### config.mk
export PLATFORM = sky130hd
export DESIGN_NAME = ftage_ctrl
export DESIGN_NICKNAME = d
export VERILOG_FILES = /design/src/rtl/ftage_pkg.sv /design/src/rtl/ftage_ctrl.sv
export SDC_FILE = /design/constraint.sdc
export NUM_CORES = 1
export LEC_CHECK = 0
export BUFFER_PORTS_ARGS = -buffer_cell sky130_fd_sc_hd__buf_2
export CORE_AREA = 4 4 41 43
export CTS_CLUSTER_SIZE = 28
export DETAILED_ROUTE_END_ITERATION = 7
export DIE_AREA = 0 0 45 47
export PLACE_DENSITY = 0.49
export SETUP_SLACK_MARGIN = 0.3
export SLEW_MARGIN = 40
export SYNTH_ARGS = -nofsm -noshare
export SYNTH_HDL_FRONTEND = slang
export SYNTH_SLANG_ARGS = --single-unit
### constraint.sdc
create_clock -name clk -period 1.81 [get_ports clk]
set_input_delay 0.0905 -clock clk [delete_from_list [all_inputs] [get_ports clk]]
set_output_delay 0.0905 -clock clk [all_outputs]
set_load 0.02 [all_outputs]
### src/rtl/ftage_pkg.sv
// shared types and constants of the flow table with aging
`timescale 1ns / 1ps
`default_nettype none
package ftage_pkg;
    localparam int TABLE_DEPTH = 1024;
    localparam int ADDR_W      = $clog2(TABLE_DEPTH);
    localparam int CNT_W       = 11;
    localparam int KEY_W       = 104;
    localparam int THR_W       = 26;

    localparam logic [1:0] REQ_PACKET = 2'd0;
    localparam logic [1:0] REQ_LOOKUP = 2'd1;
    localparam logic [1:0] REQ_SWEEP  = 2'd2;

    localparam logic CFG_TIMEOUT = 1'b0;
    localparam logic CFG_MAXFLOW = 1'b1;

    typedef struct packed {
        logic              valid;
        logic [KEY_W-1:0]  key;
        logic [3:0]        cls;
        logic [47:0]       first_ms;
        logic [47:0]       last_ms;
        logic [31:0]       packets;
        logic [47:0]       bytes;
    } entry_t;

    typedef struct packed {
        logic load;
        logic rd;
        logic cmp;
        logic step;
        logic wr_clear;
        logic wr_hit;
        logic miss;
    } cmd_t;

    typedef struct packed {
        logic [1:0] req;
        logic       hit;
        logic       expire;
        logic       at_end;
    } stat_t;
endpackage
`default_nettype wire

### src/rtl/ftage_ctrl.sv
// controller state machine of the flow table
`timescale 1ns / 1ps
`default_nettype none
module ftage_ctrl
    import ftage_pkg::*;
(
    input  wire logic  clk,
    input  wire logic  rst_n,
    input  wire logic  start,
    input  wire stat_t stat,
    output cmd_t       cmd,
    output logic       busy,
    output logic       done
);
    localparam logic [2:0] ST_CLEAR = 3'd0;
    localparam logic [2:0] ST_IDLE  = 3'd1;
    localparam logic [2:0] ST_RD    = 3'd2;
    localparam logic [2:0] ST_CMP   = 3'd3;
    localparam logic [2:0] ST_WR    = 3'd4;
    localparam logic [2:0] ST_MISS  = 3'd5;
    localparam logic [2:0] ST_OUT   = 3'd6;

    logic [2:0] state_reg, state_next;

    always_ff @(posedge clk or negedge rst_n)
    begin
        if (!rst_n)
            state_reg <= ST_CLEAR;
        else
            state_reg <= state_next;
    end

    always_comb
    begin
        cmd        = '0;
        state_next = state_reg;
        unique case (state_reg)
            ST_CLEAR:
            begin
                cmd.wr_clear = 1'b1;
                cmd.step     = 1'b1;
                if (stat.at_end)
                    state_next = ST_IDLE;
            end
            ST_IDLE:
            begin
                if (start)
                begin
                    cmd.load   = 1'b1;
                    state_next = ST_RD;
                end
            end
            ST_RD:
            begin
                if (stat.req == REQ_PACKET || stat.req == REQ_LOOKUP
                    || stat.req == REQ_SWEEP)
                begin
                    cmd.rd     = 1'b1;
                    state_next = ST_CMP;
                end
                else
                    state_next = ST_OUT;
            end
            ST_CMP:
            begin
                cmd.cmp = 1'b1;
                if (stat.req == REQ_SWEEP)
                begin
                    cmd.wr_clear = stat.expire;
                    if (stat.at_end)
                        state_next = ST_OUT;
                    else
                    begin
                        cmd.step   = 1'b1;
                        state_next = ST_RD;
                    end
                end
                else if (stat.hit)
                    state_next = (stat.req == REQ_PACKET) ? ST_WR : ST_OUT;
                else if (stat.at_end)
                    state_next = (stat.req == REQ_PACKET) ? ST_MISS : ST_OUT;
                else
                begin
                    cmd.step   = 1'b1;
                    state_next = ST_RD;
                end
            end
            ST_WR:
            begin
                cmd.wr_hit = 1'b1;
                state_next = ST_OUT;
            end
            ST_MISS:
            begin
                cmd.miss   = 1'b1;
                state_next = ST_OUT;
            end
            ST_OUT:
                state_next = ST_IDLE;
            default:
                state_next = ST_IDLE;
        endcase
    end

    assign busy = (state_reg != ST_IDLE);
    assign done = (state_reg == ST_OUT);
endmodule
`default_nettype wire

==> results of run 1 <==
area by class of cell:
class | count | area [µm²]
Multi-Input combinational cell | 26 | 203.9
Fill cell | 148 | 830.8
Clock buffer | 4 | 26.28
Inverter | 2 | 7.507
Tap cell | 15 | 18.77
Sequential cell | 3 | 78.83
Timing Repair Buffer | 22 | 135.1
repair_timing:
| action | CTS | global route |
|---|---|---|
| setup buffers | 0 | 5 |
| gates resized for setup | 4 | 3 |
| endpoints found under the hold margin | 3 | 0 |
| hold buffers | 1 | 0 |
| setup endpoints to repair | 2 | 2 |
logic make-up (layout without fill, tap and decap cells):
family                 Yosys count  after routing  share of synthesized area [%]
DFF                              3              3                          25.53
and+or+nand+nor                 13             13                          27.24
AOI/OAI and AO/OA               13             13                          35.32
buffers and inverters            5             28                          11.91
synthesized netlist by cell type (2+ instances only):
master,number
a211oi_1,4
buf_6,2
nand2b_1,3
inv_1,2
dfrtp_1,3
nor2_1,4
a21oi_1,2
power breakdown:
part           internal (mW)  switching (mW)
Sequential             0.109          0.0621
Combinational          0.271           0.293
Clock                 0.0827          0.0368
layer usage:
layer | up-vias | part of all wire, % | global-route usage, %
li1 | 176 | - | -
met1 | 162 | 49 | 12.05
met2 | 16 | 42 | 11.02
met3 | 0 | 9.1 | 4.598
met4 | 0 | 0 | 3.509
met5 | - | 0 | 0
final timing paths:
check,start,to,cells past startpoint,slack (ps)
min reg2reg,state_reg[2]$_DFFE_PN0P_,state_reg[1]$_DFFE_PN0P_,2,660
max,state_reg[1]$_DFFE_PN0P_,cmd[2],3,360
min,stat[0],state_reg[0]$_DFFE_PN0P_,2,160
max in group asynchronous,rst_n,state_reg[0]$_DFFE_PN0P_,2,1520
min in group asynchronous,rst_n,state_reg[1]$_DFFE_PN0P_,2,180
max reg2reg,state_reg[1]$_DFFE_PN0P_,state_reg[1]$_DFFE_PN0P_,3,430
==> impl_metrics.ini, run 1 <==
[placement]
gp_routability_congestion = 0.6950
buffer_ports.inserted = 16
place_area_um2 = 365.4
hpwl_um = 596.6
placedCellCount = 62
place_worst_setup_slack_ps = 389.4

[yosys]
synth_edf_count = 0
synth.net_count = 42
yosys-top-cells-area = dfrtp_1 26%, a211oi_1 10%, buf_6 7.7%
syn_area_um2 = 294.0
synth_top_area_share_pct = 25.53
ys.flop_type = dfrtp_1
syn_avg_cell_area_um2 = 8.648
cells_after_synthesis = 34
synth_seq_area_share_pct = 25.53
yosys.area.top_type = dfrtp_1
synthArstFlopShare_pct = 100.0
synthDistinctLibCells = 21
ys_ff_latch = 3
count_of_warnings_emitted_by_yosys = 0

[worst_setup_path]
crit_path_cell_trace = or3_4 > o41ai_2 > buf_4
critical_path.startpoint_type = register
worst_path_dominant_cell_family = flip-flops
crit_path_top_delay_cell = dfrtp_2
delay_of_the_slowest_critical_path_stage_ps = 450
timing.critical_path.buf_inv = 1
timing.critical_path.to_type = output port
path_max_fanout = 8
criticalPathCategory = register to output port
crit_required_ps = 1720
cp_data_arrival_time_ps = 1360

[cells_and_area]
finalNonFillerCells = 72
largest_register_ffs = 3
drive_gt1_share_pct = 56.14
post-route-cell-area_um2 = 470.5
final_util_pct = 36.15
layout.cells.most_common = buf_2
num_antenna_cells = 0
layout.nets = 66
syn_to_final_growth_pct = 60.00
final_cell_mix = 15 x buf_2, 5 x buf_4, 4 x nor2_1

[timing]
timing_hold_violations_final = 0
fin_crit_ps = 1448
relSlewSlack_pct = 80.21
finalCritPeriodShare_pct = 80.01
fin_worst_skew_ps = 1.858
setup_viol = 0
timing.final.ws_setup_ps = 361.9
fmaxAchievable_mhz = 690.5
worst-slew-pin-transition_ps = 295.1
grt_setup_unrepaired = no
final.setup.tns_ps = 0
finalHoldWorstSlack_ps = 157.2
timing_max_transition_violations_final = 0

[pwr]
design_power_total_mw = 0.8542
cellLeakagePower_nw = 0.2380
power.density_nw_per_um2 = 1816
peakVddDrop_mv = 0.6628

[clocking]
cts-buffers-inserted = 3
clkLatencyLatePin_ps = 240
cell_at_the_root_of_the_clock_tree = clkbuf_4
cts_num_sinks = 3
htreeDepth = 1
clkTransAtPathRegs_ps = 40
cts_tree = done
ctsLongestPathBuffers = 2

[grt]
grt_first_pass_wirelength_mm = 1.297
maximum_number_of_pins_on_one_net_before_global_route_repair = 11
number_of_global_route_vias_before_repair = 302
antenna_found_initial = 0
globalRouteTotalUtil_pct = 8.689
grt_overflow_total = 0

[floorplanning]
initial_utilization_pct = 22.60
die_x_um = 45
floorplan.rows = 13
coreArea_um2 = 1301
fp.dieArea_um2 = 2115
die_height_um = 47
ioPinCount = 17

[routing]
drt_iter0_drc = 12
first_pass_iters = 4
drc = 0
num_vias = 354
vias_per_cell = 4.917
drt_wl_total_um = 882
routedWlPerCell_um = 12.25
detail-route-antenna-nets = 0

[worst_hold_path]
hold_path_class = primary input to register

[status]
outcome = finished, final reports clean

[flow_run]
timing.max_cap.violations = 0
Power figures use the tool's default switching activity.
==> run 2: changes to the inputs <==
- ABC_AREA: not set -> 1
- PLACE_DENSITY: 0.49 -> 0.51
- clock period: 1.81 -> 1.29 ns (I/O delays scaled with it)
==> run 2 against run 1 <==
Compared with the run above: power is 65% higher; critical endpoint is now cmd[5]; design area up 17%; register-to-register slack lost 310 ps; global-route usage grew 0.89 points.
==> impl_metrics.ini, run 2 <==
[grt]
number_of_global_route_vias_before_repair = 416
antenna_found_initial = 0
grt_first_pass_wirelength_mm = 1.455
grt_overflow_total = 0
globalRouteTotalUtil_pct = 9.580
maximum_number_of_pins_on_one_net_before_global_route_repair = 7

[clocking]
clkLatencyLatePin_ps = 240
ctsLongestPathBuffers = 2
clkTransAtPathRegs_ps = 40
cell_at_the_root_of_the_clock_tree = clkbuf_4
htreeDepth = 1
cts_tree = done
cts-buffers-inserted = 3
cts_num_sinks = 3

[pwr]
power.density_nw_per_um2 = 2560
design_power_total_mw = 1.406
cellLeakagePower_nw = 0.3195
peakVddDrop_mv = 0.8623

[routing]
drc = 0
drt_wl_total_um = 888
vias_per_cell = 4.319
first_pass_iters = 4
routedWlPerCell_um = 9.447
detail-route-antenna-nets = 0
num_vias = 406
drt_iter0_drc = 8

[timing]
timing_max_transition_violations_final = 0
relSlewSlack_pct = 85.58
grt_setup_unrepaired = yes
worst-slew-pin-transition_ps = 216.3
timing_hold_violations_final = 0
setup_viol = 0
finalCritPeriodShare_pct = 98.31
fin_crit_ps = 1268
fmaxAchievable_mhz = 788.5
fin_worst_skew_ps = 4.142

[yosys]
synth_seq_area_share_pct = 25.42
synth_edf_count = 0
yosys-top-cells-area = dfrtp_1 25%, nand2_1 17%, inv_1 15%
yosys.area.top_type = dfrtp_1
count_of_warnings_emitted_by_yosys = 0
synthDistinctLibCells = 15
synth.net_count = 61
synth.cells.most_frequent = 13 x nand2_1, 12 x inv_1, 8 x nor2_1
cells_after_synthesis = 53
ys.flop_type = dfrtp_1
syn_area_um2 = 295.3
synthArstFlopShare_pct = 100.0
synth_top_area_share_pct = 25.42
ys_ff_latch = 3
synth_most_common_cell = nand2_1
syn_avg_cell_area_um2 = 5.571

[floorplanning]
coreArea_um2 = 1301
die_x_um = 45
ioPinCount = 17
floorplan.rows = 13
fp.dieArea_um2 = 2115
die_height_um = 47
initial_utilization_pct = 22.69

[cells_and_area]
syn_to_final_growth_pct = 86.02
num_antenna_cells = 0
drive_gt1_share_pct = 50.63
post-route-cell-area_um2 = 549.3
final_cell_mix = 11 x nand2_1, 11 x inv_1, 11 x buf_2
layout.nets = 88
largest_register_ffs = 3

[worst_setup_path]
cp_data_arrival_time_ps = 1200
criticalPathCategory = register to output port
timing.critical_path.to_type = output port
crit_required_ps = 1230
path_max_fanout = 6
critical_path.startpoint_type = register

[status]
outcome = finished, final reports clean

[worst_hold_path]
hold_path_class = primary input to asynchronous set/reset pin

[placement]
buffer_ports.inserted = 16
hpwl_um = 672.4
gp_routability_congestion = 0.7606
place_area_um2 = 421.7

[flow_run]
timing.max_cap.violations = 0
-- run 2: critical path, cell delays in order, from the launching register on --
cell	delay, ps
dfrtp_2	450
nand3b_1	260
nor2_4	130
buf_6	120
-- run 2: layout make-up --
cell class / instances / area, µm²
Clock buffer: 4 / 26.28
Fill cell: 154 / 752.0
Inverter: 14 / 52.55
Multi-Input combinational cell: 36 / 215.2
Sequential cell: 3 / 77.57
Tap cell: 15 / 18.77
Timing Repair Buffer: 22 / 158.9
-- run 2: metrics by stage --
| stage | TNS, ps | setup WS (ps) | cells | hold WS [ps] | util [%] |
|---|---|---|---|---|---|
| floorplan | 0 | 172.1 | 53 | -231.1 | - |
| global placement | 0 | 133.1 | 85 | -139.9 | 32.40 |
| detailed placement | 0 | 114.8 | 85 | -139.4 | 32.40 |
| CTS | 0 | 15.91 | 94 | 151.7 | 41.25 |
| global route | -140.7 | -32.21 | 94 | 143.5 | 42.21 |
| finish | 0 | 21.76 | 94 | 149.1 | 42.21 |
-- run 2: cell families after synthesis --
group | Yosys count | synth area share (%)
compound gates | 6 | 11.01
buf+inv | 14 | 17.80
flops | 3 | 25.42
simple gates | 30 | 45.76
-- run 2: worst paths after layout --
kind	from	endpoint	slack, ps	cells after the start
max	state_reg[0]$_DFFE_PN0P_	cmd[5]	20	3
min	rst_n	state_reg[0]$_DFFE_PN0P_	150	2
max reg2reg	state_reg[0]$_DFFE_PN0P_	state_reg[0]$_DFFE_PN0P_	120	7
min reg2reg	state_reg[2]$_DFFE_PN0P_	state_reg[0]$_DFFE_PN0P_	620	3
max in group asynchronous	rst_n	state_reg[1]$_DFFE_PN0P_	1020	2
min in group clk	start	state_reg[0]$_DFFE_PN0P_	150	4
-- run 2: what timing repair did --
item                                   4_1_cts  5_1_grt
hold buffers                                 1        0
setup endpoints to repair                   12       12
pin swaps                                    2        1
resized for setup                           16        4
buffers inserted                             4        0
cloned                                       0        0
endpoints found under the hold margin        3        0
-- run 2: per-layer routing --
metal	part of all wire [%]	wire length, µm	global-route usage (%)
met5	0	0	0
met4	1.8	16	7.018
met3	7.1	63	1.149
met2	52	461	18.08
met1	39	347	9.611
-- run 2: power by group --
part / total, mW / leakage [nW] / internal [mW] / switching [mW]
clock: 0.168 / 0.0150 / 0.116 / 0.0520
sequential: 0.222 / 0.0346 / 0.151 / 0.0708
combinational: 1.02 / 0.270 / 0.446 / 0.569
